### src/crcss_pkg.sv
// Shared types, codes and helpers for the CRC-32 shard selector.
`timescale 1ns / 1ps
`default_nettype none

package crcss_pkg;

	// Request codes carried on req_type
	localparam logic [1:0] REQ_STRING  = 2'd0;
	localparam logic [1:0] REQ_NUMERIC = 2'd1;
	localparam logic [1:0] REQ_EMPTY   = 2'd2;

	localparam int unsigned CNT_W     = 13;	// shard count register width
	localparam int unsigned IDX_W     = 12;	// shard index width
	localparam int unsigned HASH_W    = 32;
	localparam int unsigned KEY_W     = 64;
	localparam int unsigned ITER_W    = 7;	// holds up to 64 divide steps

	localparam logic [CNT_W-1:0]  MAX_SHARDS    = 13'd4096;
	localparam logic [CNT_W-1:0]  SHARDS_RESET  = 13'd1;
	localparam logic [HASH_W-1:0] CRC_INIT      = 32'hFFFF_FFFF;
	localparam logic [HASH_W-1:0] CRC_POLY_REFL = 32'hEDB8_8320;

	localparam logic [ITER_W-1:0] ITERS_NUMERIC = 7'd64;
	localparam logic [ITER_W-1:0] ITERS_HASH    = 7'd32;
	localparam logic [ITER_W-1:0] ITERS_NONE    = 7'd0;

	localparam int unsigned CRCSS_QUEUE_DEPTH = 2;

	// One modulo job handed from the front to the back.
	// The dividend is left aligned: its MSB is consumed first.
	typedef struct packed {
		logic [KEY_W-1:0]  dividend;
		logic [HASH_W-1:0] hash;
		logic [ITER_W-1:0] iters;
	} job_t;

	typedef enum logic [1:0] {
		ST_IDLE,
		ST_DIV,
		ST_OUT
	} back_state_t;

	// Zero is treated as one shard, anything above the maximum saturates.
	function automatic logic [CNT_W-1:0] eff_count(input logic [CNT_W-1:0] raw);
		logic [CNT_W-1:0] c;
		c = raw;
		if (c == '0)
			c = SHARDS_RESET;
		else if (c > MAX_SHARDS)
			c = MAX_SHARDS;
		return c;
	endfunction

endpackage

`default_nettype wire

### src/crcss_front.sv
// Front end: accepts items, runs the byte-wide CRC and queues modulo jobs.
`timescale 1ns / 1ps
`default_nettype none

module crcss_front
	import crcss_pkg::*;
(
	input  wire logic              clk,
	input  wire logic              arst_n,
	input  wire logic              in_valid,
	output logic                   in_stall,
	input  wire logic [1:0]        req_type,
	input  wire logic [7:0]        key_byte,
	input  wire logic              last_byte,
	input  wire logic [KEY_W-1:0]  numeric_key,
	input  wire logic              q_full,
	output logic                   q_push,
	output job_t                   q_job
);

	logic [HASH_W-1:0] crc_q;
	logic [HASH_W-1:0] crc_next;
	logic [HASH_W-1:0] hash_final;
	logic              accept;

	// Reflected CRC-32, one byte: eight shift/xor steps
	function automatic logic [HASH_W-1:0] crc_byte(input logic [HASH_W-1:0] crc,
			input logic [7:0] b);
		logic [HASH_W-1:0] c;
		c = crc ^ {24'd0, b};
		for (int i = 0; i < 8; i++) begin
			if (c[0])
				c = (c >> 1) ^ CRC_POLY_REFL;
			else
				c = c >> 1;
		end
		return c;
	endfunction

	assign in_stall   = q_full;
	assign accept     = in_valid && !in_stall;
	assign crc_next   = crc_byte(crc_q, key_byte);
	assign hash_final = ~crc_next;

	always_comb begin
		q_push = 1'b0;
		q_job  = '{dividend: '0, hash: '0, iters: ITERS_NONE};
		unique case (req_type)
			REQ_STRING: begin
				q_push = accept && last_byte;
				q_job  = '{dividend: {hash_final, 32'd0}, hash: hash_final,
					iters: ITERS_HASH};
			end
			REQ_NUMERIC: begin
				q_push = accept;
				q_job  = '{dividend: numeric_key, hash: '0, iters: ITERS_NUMERIC};
			end
			REQ_EMPTY: begin
				q_push = accept;
			end
			default: begin
				q_push = 1'b0;
			end
		endcase
	end

	always_ff @(posedge clk or negedge arst_n) begin
		if (!arst_n) begin
			crc_q <= CRC_INIT;
		end else if (accept && req_type == REQ_STRING) begin
			crc_q <= last_byte ? CRC_INIT : crc_next;
		end
	end

endmodule

`default_nettype wire

### src/crcss_fifo.sv
// Short job queue between front and back.
`timescale 1ns / 1ps
`default_nettype none

module crcss_fifo
	import crcss_pkg::*;
#(
	parameter int unsigned DEPTH = CRCSS_QUEUE_DEPTH
)(
	input  wire logic clk,
	input  wire logic arst_n,
	input  wire logic push,
	input  wire job_t push_job,
	input  wire logic pop,
	output job_t      pop_job,
	output logic      full,
	output logic      empty
);

	localparam int unsigned PTR_W  = $clog2(DEPTH);
	localparam int unsigned FILL_W = $clog2(DEPTH + 1);

	job_t              entries_q [DEPTH];
	logic [PTR_W-1:0]  wr_ptr_q;
	logic [PTR_W-1:0]  rd_ptr_q;
	logic [FILL_W-1:0] count_q;
	logic              do_push;
	logic              do_pop;

	assign full    = (count_q == FILL_W'(DEPTH));
	assign empty   = (count_q == '0);
	assign do_push = push && !full;
	assign do_pop  = pop && !empty;
	assign pop_job = entries_q[rd_ptr_q];

	function automatic logic [PTR_W-1:0] ptr_inc(input logic [PTR_W-1:0] p);
		return (p == PTR_W'(DEPTH - 1)) ? '0 : p + 1'b1;
	endfunction

	always_ff @(posedge clk) begin
		if (do_push)
			entries_q[wr_ptr_q] <= push_job;
	end

	always_ff @(posedge clk or negedge arst_n) begin
		if (!arst_n) begin
			wr_ptr_q <= '0;
			rd_ptr_q <= '0;
			count_q  <= '0;
		end else begin
			if (do_push)
				wr_ptr_q <= ptr_inc(wr_ptr_q);
			if (do_pop)
				rd_ptr_q <= ptr_inc(rd_ptr_q);
			if (do_push && !do_pop)
				count_q <= count_q + 1'b1;
			else if (do_pop && !do_push)
				count_q <= count_q - 1'b1;
		end
	end

endmodule

`default_nettype wire

### src/crcss_back.sv
// Back end: shard count register and bit-serial modulo with output register.
`timescale 1ns / 1ps
`default_nettype none

module crcss_back
	import crcss_pkg::*;
(
	input  wire logic              clk,
	input  wire logic              arst_n,
	input  wire logic              cfg_wr_en,
	input  wire logic [CNT_W-1:0]  cfg_wr_data,
	input  wire logic              q_empty,
	input  wire job_t              q_job,
	output logic                   q_pop,
	output logic                   out_valid,
	input  wire logic              out_stall,
	output logic [IDX_W-1:0]       shard_index,
	output logic [HASH_W-1:0]      key_hash
);

	back_state_t       state_q;
	back_state_t       state_next;
	logic [CNT_W-1:0]  shard_count_q;
	logic [CNT_W-1:0]  divisor;
	logic [KEY_W-1:0]  div_q;
	logic [IDX_W-1:0]  rem_q;
	logic [CNT_W-1:0]  rem_shift;
	logic [CNT_W-1:0]  rem_sub;
	logic [IDX_W-1:0]  rem_next;
	logic [HASH_W-1:0] hash_q;
	logic [ITER_W-1:0] iter_q;

	assign divisor = eff_count(shard_count_q);

	// restoring step: remainder stays below the divisor (at most 4096)
	assign rem_shift = {rem_q, div_q[KEY_W-1]};
	assign rem_sub   = rem_shift - divisor;
	assign rem_next  = (rem_shift >= divisor) ? rem_sub[IDX_W-1:0] : rem_shift[IDX_W-1:0];

	always_ff @(posedge clk or negedge arst_n) begin
		if (!arst_n) begin
			shard_count_q <= SHARDS_RESET;
		end else if (cfg_wr_en) begin
			shard_count_q <= cfg_wr_data;
		end
	end

	always_ff @(posedge clk or negedge arst_n) begin
		if (!arst_n) begin
			state_q <= ST_IDLE;
		end else begin
			state_q <= state_next;
		end
	end

	always_comb begin
		state_next = state_q;
		q_pop      = 1'b0;
		out_valid  = 1'b0;
		unique case (state_q)
			ST_IDLE: begin
				if (!q_empty) begin
					q_pop      = 1'b1;
					state_next = (q_job.iters == ITERS_NONE) ? ST_OUT : ST_DIV;
				end
			end
			ST_DIV: begin
				if (iter_q == ITER_W'(1))
					state_next = ST_OUT;
			end
			ST_OUT: begin
				out_valid = 1'b1;
				if (!out_stall)
					state_next = ST_IDLE;
			end
			default: begin
				state_next = ST_IDLE;
			end
		endcase
	end

	always_ff @(posedge clk) begin
		if (q_pop) begin
			div_q  <= q_job.dividend;
			hash_q <= q_job.hash;
			iter_q <= q_job.iters;
			rem_q  <= '0;
		end else if (state_q == ST_DIV) begin
			div_q  <= {div_q[KEY_W-2:0], 1'b0};
			rem_q  <= rem_next;
			iter_q <= iter_q - 1'b1;
		end
	end

	assign shard_index = rem_q;
	assign key_hash    = hash_q;

endmodule

`default_nettype wire

### src/crc32_key_shard_select_top.sv
// Top level of the CRC-32 key shard selector.
// Each accepted last byte, numeric key or empty key yields one result; other
//   bytes only update the CRC.
// Throughput: one item per cycle into the front while the queue has room; the
//   back end pops one job, runs its 32, 64 or 0 quotient steps and waits out stall.
// Reset (arst_n low, asynchronous): CRC to all ones, shard count 1, queue empty.
`timescale 1ns / 1ps
`default_nettype none

module crc32_key_shard_select_top
	import crcss_pkg::*;
#(
	parameter int unsigned QUEUE_DEPTH = CRCSS_QUEUE_DEPTH	// modulo jobs in flight, 2..16
)(
	input  wire logic              clk,
	input  wire logic              arst_n,

	// shard count register write
	input  wire logic              cfg_wr_en,
	input  wire logic [CNT_W-1:0]  cfg_wr_data,

	// input items
	input  wire logic              in_valid,
	output logic                   in_stall,
	input  wire logic [1:0]        req_type,
	input  wire logic [7:0]        key_byte,
	input  wire logic              last_byte,
	input  wire logic [KEY_W-1:0]  numeric_key,

	// result items
	output logic                   out_valid,
	input  wire logic              out_stall,
	output logic [IDX_W-1:0]       shard_index,
	output logic [HASH_W-1:0]      key_hash
);

	logic q_full;
	logic q_empty;
	logic q_push;
	logic q_pop;
	job_t push_job;
	job_t pop_job;

	// Front: CRC over key bytes; final bytes, numeric and empty keys
	// become modulo jobs. Stalls only when the queue is full.
	crcss_front u_front (
		.clk         (clk),
		.arst_n      (arst_n),
		.in_valid    (in_valid),
		.in_stall    (in_stall),
		.req_type    (req_type),
		.key_byte    (key_byte),
		.last_byte   (last_byte),
		.numeric_key (numeric_key),
		.q_full      (q_full),
		.q_push      (q_push),
		.q_job       (push_job)
	);

	// Job queue decouples the byte stream from the slow modulo
	crcss_fifo #(
		.DEPTH (QUEUE_DEPTH)
	) u_fifo (
		.clk      (clk),
		.arst_n   (arst_n),
		.push     (q_push),
		.push_job (push_job),
		.pop      (q_pop),
		.pop_job  (pop_job),
		.full     (q_full),
		.empty    (q_empty)
	);

	// Back: bit-serial remainder; the result register holds under stall
	crcss_back u_back (
		.clk         (clk),
		.arst_n      (arst_n),
		.cfg_wr_en   (cfg_wr_en),
		.cfg_wr_data (cfg_wr_data),
		.q_empty     (q_empty),
		.q_job       (pop_job),
		.q_pop       (q_pop),
		.out_valid   (out_valid),
		.out_stall   (out_stall),
		.shard_index (shard_index),
		.key_hash    (key_hash)
	);

endmodule

`default_nettype wire

### config.mk
export PLATFORM = sky130hd
export DESIGN_NAME = crc32_key_shard_select_top
export DESIGN_NICKNAME = d
export VERILOG_FILES = /design/src/crcss_pkg.sv /design/src/crcss_front.sv /design/src/crcss_fifo.sv /design/src/crcss_back.sv /design/src/crc32_key_shard_select_top.sv
export SDC_FILE = /design/constraint.sdc
export NUM_CORES = 1
export LEC_CHECK = 0
export ABC_CLOCK_PERIOD_IN_PS = 9750
export BUFFER_PORTS_ARGS = -buffer_cell sky130_fd_sc_hd__buf_4
export CORE_ASPECT_RATIO = 0.75
export CORE_MARGIN = 1.5
export CORE_UTILIZATION = 33
export DETAILED_ROUTE_END_ITERATION = 6
export GPL_TIMING_DRIVEN = 0
export PLACE_DENSITY = 0.62
export SLEW_MARGIN = 15
export SYNTH_ARGS = -nofsm -noshare
export SYNTH_HDL_FRONTEND = slang
export SYNTH_SLANG_ARGS = --single-unit
### constraint.sdc
create_clock -name clk -period 9.75 [get_ports clk]
set_input_delay 0.975 -clock clk [delete_from_list [all_inputs] [get_ports clk]]
set_output_delay 0.975 -clock clk [all_outputs]
set_load 0.02 [all_outputs]
# ---- After elaboration in Yosys (flattened, before gate mapping)
# Memory sizes are Yosys's and may differ from the RTL's.
# Cells that the tools add are included.
dict set report word_totals {
  ram_bits 206
  elab_cells 90
  regBits 166
  n_memories 1
  inputBits 93
}
dict set report op_classes {
  n_lt_le_gt_ge 2
  n_addsub 6
  n_eq_ne 9
  mux 32
  reduce_logical 20
  n_bitwise 10
}
# name words width read_ports rd_clocked_by_memory_dff wr line
set memory_table {}
lappend memory_table {u_fifo.entries_q 2 103 1 0 1 crcss_fifo.sv:23} ;# job_t entries_q [DEPTH];
# operator count
set op_table {}
lappend op_table {{two-way mux 32 bit} 9}
lappend op_table {{case mux 103 bit (2 select lines)} 1}
lappend op_table {{two-way mux 64 bit} 2}
lappend op_table {{NOT 13 -> 14 bit} 8}
lappend op_table {{NOT 32 bit} 1}
lappend op_table {{XOR 32 x 8 -> 32 bit} 1}
lappend op_table {{two-way mux 13 bit} 2}
lappend op_table {{two-way mux 7 bit} 2}
lappend op_table {{greater-or-equal comparator 13 bit} 1}
lappend op_table {{greater-than comparator 13 bit, second input constant} 1}
lappend op_table {{zero test 13 bit} 1}
lappend op_table {{two-way mux 12 bit} 1}
lappend op_table {{two-way mux 2 bit} 6}
lappend op_table {{subtractor 12 bit} 1}
lappend op_table {{equality test 7 x 1 -> 1 bit, second input constant} 1}
lappend op_table {{logical AND 1 bit} 7}
lappend op_table {{zero test 7 bit} 1}
lappend op_table {{two-way mux 1 bit} 7}
lappend op_table {{subtractor 7 x 1 -> 7 bit, second input constant} 1}
lappend op_table {{equality test 2 bit, second input constant} 3}
lappend op_table {{zero test 2 bit} 3}
lappend op_table {{case mux 2 bit (3 select lines)} 1}
lappend op_table {{equality test 2 x 1 -> 1 bit, second input constant} 2}
lappend op_table {{zero test 1 bit} 4}
lappend op_table {{9 further kinds} 12}

# ---- Logic depth before layout (Yosys ltp)
# Gate-level depths: netlist of the first run.
dict set report depth {
  ltp_word 19
  mapped_depth 12
  ltp_nobuf 12
}

# ---- By module
# Synthesis of the first run repeated with hierarchy kept, for this count alone.
dict set report unflattened {
  cells_unflattened 1169
  area_unflattened_um2 16721.0
}
# module instances area_per_inst_um2 seq_area_each_um2 cells_per_inst
set modules_own_cells {}
lappend modules_own_cells {crcss_fifo 1 7881.3 6286.0 340}
lappend modules_own_cells {crcss_back 1 5816.8 3709.8 533}
lappend modules_own_cells {crcss_front 1 3022.9 840.8 296}

# ---- Worst setup path before layout of the first run
# OpenSTA, ideal clock, no wires.
dict set report synth_path {
  path_kind {in2reg}
  from {input req_type[0]}
  to {memory u_fifo.entries_q[0][100] (netlist name) (enable)}
  t_required_ns 8.954
  setup_ns 0.796
  n_path_buf 0
  arrival_time_ns 10.638
  stages 2
  path_slack_ns -1.683
  cell_sequence {ha_1 > nor4_1}
}
dict set report synth_via {
  elab_chain_len 6
  word_cells_on_any_way 8
}
# element line
set synth_lines {}
lappend synth_lines {{from (decl)} crc32_key_shard_select_top.sv:25} ;# input wire logic [1:0] req_type,
lappend synth_lines {{equality test 2 x 1 -> 1 bit / equality test 2 bit (equally long branches)} crcss_front.sv:48} ;# unique case (req_type)
lappend synth_lines {{OR reduction 2 bit (no source line)} -}
lappend synth_lines {{case mux 1 bit (2 select lines) *} crcss_front.sv:48}
lappend synth_lines {{logical AND 1 bit *} crcss_fifo.sv:32} ;# assign do_push = push && !full;
lappend synth_lines {{two-way mux 1 bit *} crcss_fifo.sv:41} ;# if (do_push)
lappend synth_lines {{two-way mux 1 bit (implied by the code) *} crcss_fifo.sv:42} ;# entries_q[wr_ptr_q] <= push_job;
lappend synth_lines {{to (decl)} crcss_fifo.sv:23}
# Mark *: on every way between the ends. The rest lies on a longest branch, timed or not.

# ---- Worst setup path after layout of the first run
dict set report layout_path {
  from {register u_back.shard_count_q[12]}
  to {register u_back.rem_q[10] (netlist: u_back.shard_index[10])}
}
dict set report layout_via {
  elab_chain_len 5
  word_cells_on_any_way 7
}
# element line
set layout_lines {}
lappend layout_lines {{from (decl)} crcss_back.sv:23} ;# logic [CNT_W-1:0] shard_count_q;
lappend layout_lines {{from (signal assigned)} crcss_back.sv:44} ;# shard_count_q <= cfg_wr_data;
lappend layout_lines {{greater-than comparator 13 bit} crcss_pkg.sv:49} ;# else if (c > MAX_SHARDS)
lappend layout_lines {{two-way mux 13 bit} crcss_pkg.sv:49}
lappend layout_lines {{two-way mux 13 bit *} crcss_pkg.sv:47} ;# if (c == '0)
lappend layout_lines {{subtractor 12 bit / greater-or-equal comparator 13 bit (equally long branches)} {crcss_back.sv:37, crcss_back.sv:38}}
lappend layout_lines {{two-way mux 12 bit *} crcss_back.sv:38} ;# assign rem_next = (rem_shift >= divisor) ? rem_sub[IDX_W-1:0] : rem_shift[IDX_W-1:0];
lappend layout_lines {{to (signal assigned)} crcss_back.sv:90} ;# rem_q <= rem_next;
lappend layout_lines {{to (decl)} crcss_back.sv:26} ;# logic [IDX_W-1:0] rem_q;
# Marks and branches as above.
# A chain may end at the register's enable or synchronous reset.

==> results of run 1 <==
==> worst max-delay path: stages, from the launching register on <==
cell	delay [ns]
dfrtp_1	0.37
inv_1	0.11
clkbuf_1	0.39
nand2_1	0.19
ha_1	0.33
nor2b_1	0.18
o2111ai_1	0.30
a2111oi_2	0.61
o211a_1	0.29
buf_2	0.25
nor3_1	0.08
a221o_1	0.27
==> stage by stage <==
step / total power [mW] / hold WS, ns / worst slack, ns / std cells
after floorplan: 4.34 / 0.465 / 2.41 / 1083
after global routing: 6.92 / 0.520 / 5.99 / 1931
after detailed placement: 5.19 / 0.486 / 6.19 / 1865
after global placement: 5.11 / 0.487 / -1.51 / 1851
after CTS: 6.61 / 0.496 / 6.25 / 1931
final: 6.54 / 0.492 / 6.25 / 1931
==> synth_stat cells (all sizes together), types with 8 or more instances <==
cell,n
ha,22
mux2,44
dfstp,33
xor2,27
nor2,52
dfrtp,18
nand2,97
o21ai,69
nor3,8
inv,12
a21oi,39
dfxtp,12
and2,63
xnor2,60
clkbuf,44
o211ai,15
edfxtp,299
mux2i,65
nand3,8
a21o,37
==> how the worst max path moves through the flow <==
| stage | endpoint | slack, ns | depth (start not counted) |
|---|---|---|---|
| 3_5_place_dp | u_fifo.entries_q[1][24] | 6.19 | 8 |
| 6_report | u_back.shard_index[10] | 6.25 | 11 |
| 3_3_place_gp | u_fifo.entries_q[0][21] | -1.51 | 5 |
| 4_1_cts | u_back.shard_index[10] | 6.25 | 11 |
| 2_1_floorplan | u_fifo.entries_q[0][100] | 2.41 | 4 |
| 5_1_grt | u_back.shard_index[10] | 5.99 | 11 |
==> sequential cells by signal, indices dropped and copies added (netlist names) <==
signal                flops
u_back.div_q             64
u_back.state_q            2
u_back.key_hash          32
u_fifo.entries_q        196
u_back.shard_index       12
u_fifo.wr_ptr_q           1
u_back.iter_q             7
u_fifo.rd_ptr_q           1
u_front.crc_q            32
u_fifo.count_q            2
u_back.shard_count_q     13
==> routing by layer <==
metal / GRT usage [%] / vias to the layer above
li1: - / 4347
met1: 21.4 / 4559
met2: 23.6 / 197
met3: 2.74 / 54
met4: 3.68 / 0
met5: 0 / -
==> power by group <==
| part | total, mW | internal, mW | switching (mW) |
|---|---|---|---|
| registers | 2.56 | 2.37 | 0.193 |
| logic | 2.58 | 1.03 | 1.55 |
| clock network | 1.40 | 0.824 | 0.577 |
==> kinds of logic after synthesis <==
| family | synth area share (%) |
|---|---|
| compound gates | 7.56 |
| xor+xnor | 6.12 |
| fa+ha+maj | 1.90 |
| buf+inv | 1.54 |
| flops | 67.9 |
| mux | 7.39 |
| simple gates | 7.59 |
==> area by class of cell <==
class / instances / area [um^2]
Inverter: 12 / 47.5
Sequential cell: 362 / 10500
Multi-Input combinational cell: 658 / 4760
Fill cell: 4325 / 27400
Timing Repair Buffer: 152 / 1250
Tap cell: 630 / 788
Clock inverter: 16 / 146
Clock buffer: 50 / 1040
Buffer: 51 / 195
==> flow_metrics.tcl, run 1 <==
set metrics [dict create \
    drcViolationCount 0 \
    clk_latency_ns 0.53 \
    avgViaCountPerCell 4.74 \
    worst_hold_path.endpoint "u_fifo.count_q[1]" \
    die_w_um 253 \
    startpoint "u_back.shard_count_q[12]" \
    synth_top_area_cell "edfxtp_1" \
    cts_sinks 362 \
    diodes 0 \
    setup_viol_count_final 0 \
    gr-total-overflow 0 \
    fin_area_mm2 0.0188 \
    finalCritPeriodShare_pct 35.9 \
    r2r_start "u_back.shard_count_q[12]" \
    hp-start "u_fifo.count_q[1]" \
    worstMarginPinSlew_ns 0.899 \
    wl_met3_mm 1.77 \
    io_pins 139 \
    crit_path_end_kind "flip-flop" \
    layout_commonest_cell "edfxtp_1" \
    rsz0062_at_grt "no" \
    hold_depth 1 \
    final_util_pct 40.6 \
    first_pass_iters 7 \
    antenna_found_initial 0 \
    vdd_drop_max_mv 0.150 \
    nNetsFinal 1391 \
    routed_wl_mm 36.4 \
    synth_nets 1199 \
    yosysWarningCount 0 \
    htreeDepth 2 \
    cp.required_ns 10.16 \
    routed.top_layer "met4" \
    synth_seq_area_share_pct 67.9 \
    die_area_mm2 0.0483 \
    syn_to_final_growth_pct 20.9 \
    slew_headroom_pct 40.1 \
    synth_seq_cells 362 \
    avgSynthCellArea_um2 14.3 \
    cts-resized-gates 0 \
    hold_viol 0 \
    start_kind "flip-flop" \
    slew_viol_final 0 \
    row_count 68 \
    met2WireLength_mm 16.6 \
    status "finished, final reports clean" \
    core_mm2 0.0462 \
    r2r_cells 11 \
    syn_inst 1083 \
    finalSetupTns_ns 0 \
    layout-drive-gt1-share_pct 23.0 \
    layout_common_cells "edfxtp_1 (299), buf_4 (138), nand2_1 (97)" \
    fp.dieH_um 191 \
    synth_top_cell_area_share_pct 57.9 \
    dpl-instance-area_mm2 0.0176 \
    io_buffers 138 \
    maxCapViolCount 0 \
    wirelength_met1_mm 17.4 \
    fin_skew_ns 0.0141 \
    r2r-end "u_back.shard_index[10]" \
    hold_class "flip-flop to flip-flop" \
    cts_buffers 38 \
    vias 9157 \
    cp_max_fo 10 \
    worst_ep_arrival_time_ns 3.90 \
    first_iter_violations 565 \
    power_density_mw_per_mm2 349 \
    mappedNetlistArea_mm2 0.0155 \
    cts-root-buf "clkbuf_16" \
    cts_tree "yes" \
    synth_area_leaders "edfxtp_1 (58%), dfstp_2 (5.6%), mux2i_1 (4.2%)" \
    wire_per_inst_um 18.9 \
    gp_congestion 0.850 \
    ys_types 58 \
    grt_pass1_vias 9155 \
    dp_hpwl_mm 26.0 \
    antenna_left 0 \
    synthFlopType "edfxtp_1" \
    async_flop_share_pct 14.1 \
    initial_core_util_pct 33.6 \
    grt_pass1_wl_mm 54.8 \
    path_clk_slew_ns 0.06 \
    rrSetupSlack_ns 6.25 \
    path_class "flip-flop to flip-flop" \
    clock_path_buffers 3 \
    cts_setup_buffers 0 \
    hold_buffers 0 \
    p_leak_nw 7.25 \
    fin_crit_ns 3.50 \
    synth-edff-count 299 \
    track_usage_pct 15.0 \
    maxClockFrequency_mhz 286 \
    grt_max_degree 52 \
]
Power figures use the tool's default switching activity.
==> run 2, diff against run 1 <==
Settings changed: ABC_AREA set to 1, ABC_CLOCK_PERIOD_IN_PS 9750 to 2800.
Clock period 9.75 ns to 2.8 ns, I/O delays scaled along.
==> run 2 against run 1 <==
Against the previous run:
- synthesized cell count increased by 47%
- core utilization increased by 0.41 points
- worst hold slack got worse by 0.47 ns
- largest cell class unchanged
- area after synthesis increased by 5.9%
==> flow_metrics.tcl, run 2 <==
set metrics [dict create \
    grt_pass1_wl_mm 65.9 \
    path_clk_slew_ns 0.07 \
    antenna_left 0 \
    io_buffers 137 \
    status "finished, final reports clean" \
    wire_per_inst_um 17.6 \
    core_mm2 0.0490 \
    cp.required_ns 3.24 \
    hp-start "numeric_key[11]" \
    synth_area_leaders "edfxtp_1 (55%), nand2_1 (13%), dfstp_2 (5.3%)" \
    power_frac_comb_pct 40.6 \
    first_pass_iters 6 \
    power_density_mw_per_mm2 1160 \
    p_sw_share_pct 39.1 \
    largest_reg_flops 196 \
    io_pins 139 \
    worst_ep_arrival_time_ns 3.16 \
    antenna_found_initial 1 \
    first_iter_violations 893 \
    grt_pass1_vias 11382 \
    fin_skew_ns 0.0267 \
    setup_viol_count_final 0 \
    ys_types 48 \
    synth_nets 1712 \
    maxClockFrequency_mhz 369 \
    slew_headroom_pct 46.6 \
    p_seq_share_pct 38.0 \
    row_count 70 \
    layout_common_cells "nand2_1 (551), edfxtp_1 (299), buf_4 (144)" \
    htreeDepth 2 \
    hold_depth 3 \
    cts_sinks 362 \
    cts_buffers 38 \
    final_util_pct 41.0 \
    cp_max_fo 10 \
    synth_top_cell_area_share_pct 54.7 \
    cts-root-buf "clkbuf_16" \
    top_register "u_fifo.entries_q" \
    yosysWarningCount 0 \
    drcViolationCount 0 \
    vias 11745 \
    routed_wl_mm 43.5 \
    avgSynthCellArea_um2 10.3 \
    async_flop_share_pct 14.1 \
    fp.dieH_um 196 \
    track_usage_pct 16.9 \
    fin_area_mm2 0.0201 \
    synth_seq_area_share_pct 64.1 \
    nNetsFinal 1918 \
    avgViaCountPerCell 4.74 \
    p_switching_mw 9.13 \
    syn_to_final_growth_pct 22.3 \
    r2r_start "u_back.shard_count_q[10]" \
    pwr-share-clk_pct 21.4 \
    vdd_drop_max_mv 0.473 \
    synth_commonest_cells "nand2_1 (556), edfxtp_1 (299), inv_1 (143)" \
    slew_viol_final 0 \
    top_regs "u_fifo.entries_q x196, u_back.div_q x64" \
    synth_seq_cells 362 \
    path_class "flip-flop to flip-flop" \
    start_kind "flip-flop" \
    p_leak_nw 8.53 \
    initial_core_util_pct 33.5 \
    finalCritPeriodShare_pct 96.9 \
    die_w_um 261 \
    worst_hold_path.endpoint "u_fifo.entries_q[1][50]" \
    layout-drive-gt1-share_pct 19.7 \
    synth_top_area_cell "edfxtp_1" \
    synth-edff-count 299 \
    p_int_mw 14.2 \
    clock_path_buffers 3 \
    yosysMostFrequentCell "nand2_1" \
    gp_congestion 0.923 \
    worstMarginPinSlew_ns 0.801 \
    rrSetupSlack_ns 0.09 \
    grt_max_degree 52 \
    maxCapViolCount 0 \
    cts_tree "yes" \
    dpl-instance-area_mm2 0.0186 \
    clk_latency_ns 0.55 \
    syn_inst 1596 \
    synthFlopType "edfxtp_1" \
    r2r_cells 14 \
    hold_class "input pin to flip-flop" \
    fin_crit_ns 2.71 \
    hold_viol 0 \
    mappedNetlistArea_mm2 0.0164 \
    die_area_mm2 0.0511 \
    crit_path_end_kind "flip-flop" \
    r2r-end "u_back.shard_index[11]" \
    dp_hpwl_mm 30.7 \
    gr-total-overflow 0 \
    layout_commonest_cell "nand2_1" \
]
run 2: cell count changes after synthesis, moves of 33 or more:
cell and change:
a21o_1 -37, a31oi_1 +60, and2_1 -60, inv_1 +131
mux2_2 -33, mux2i_1 -64, nand2_1 +459, nand3_1 +45
nor2_1 +73, o21ai_0 -40, xnor2_1 -33
run 2: power groups by stage:
stage | clock [mW] | sequential (mW) | combinational, mW
CTS | 5.09 | 8.89 | 9.34
detailed placement | 0 | 8.98 | 9.28
global placement | 0 | 9.02 | 8.88
global route | 5.29 | 9.06 | 10.5
floorplan | 0 | 9.23 | 5.75
finish | 5.00 | 8.89 | 9.49
run 2: per-layer routing:
layer	global-route usage [%]	vias up	part of all wire, %
li1	-	5699	-
met1	24.1	5643	47
met2	26.2	338	44
met3	3.73	65	6.9
met4	3.70	0	1.9
met5	0	-	0
run 2: cells by family (layout without fill, tap and decap cells):
family,count (synthesis),after routing,share of synthesized area [%]
other,0,1,0
DFF,362,362,64.1
adders and majority gates,23,23,1.80
AOI/OAI and AO/OA,146,146,5.48
buffers and inverters,211,446,5.26
and+or+nand+nor,790,790,19.7
muxes,12,12,0.815
xor gates and xnor gates,52,52,2.77
run 2: worst max-delay path by stage:
stage	startpoint	end	slack, ns	cells after the start
floorplan	req_type[1]	u_fifo.entries_q[1][100]	-0.05	7
global placement	req_type[1]	u_fifo.entries_q[1][30]	-1.29	8
detailed placement	u_back.shard_count_q[8]	u_back.shard_index[11]	-0.17	13
CTS	u_back.shard_count_q[8]	u_back.shard_index[11]	0.009	13
global route	u_back.shard_count_q[10]	u_back.shard_index[11]	-0.06	15
finish	u_back.shard_count_q[10]	u_back.shard_index[11]	0.09	14
run 2: stage by stage:
step	total power [mW]	cells	hold slack, ns	worst slack, ns	setup TNS [ns]
final	23.4	2480	0.0259	0.0869	0
after global routing	24.8	2480	0.0310	-0.0562	-0.383
after CTS	23.3	2474	0.00860	0.00940	0
after detailed placement	18.3	2391	0.417	-0.173	-1.22
after global placement	17.9	2381	0.411	-1.29	-313.98
after floorplan	15.0	1596	-0.0156	-0.0508	-6.90
run 2: timing repair:
item | CTS | global route
buffers inserted | 0 | 5
hold buffers | 14 | 0
endpoints found under the hold margin | 31 | 0
setup endpoints to repair | 12 | 18
pin swaps | 0 | 5
resized for setup | 2 | 18
run 2: critical path, stage by stage, from the launching register on:
cell	delay (ns)
dfrtp_1	0.45
nor4_2	0.34
nand3_2	0.16
nand2_4	0.16
nand2_1	0.16
ha_4	0.33
nand2_1	0.09
nor2_1	0.14
and2_4	0.17
nand2_4	0.09
nand3_4	0.14
buf_12	0.17
nand3_2	0.06
nand3_1	0.08
nand2_1	0.06
run 2: area by class of cell:
type | count | area, um^2
well taps | 648 | 811
clock inverters | 13 | 115
diodes | 1 | 2.50
plain buffers | 61 | 308
inverters | 150 | 586
flip-flops and latches | 362 | 10500
fillers | 4668 | 28900
multi-input cells | 1023 | 5160
clock buffers | 56 | 1110
repair buffers | 166 | 1450
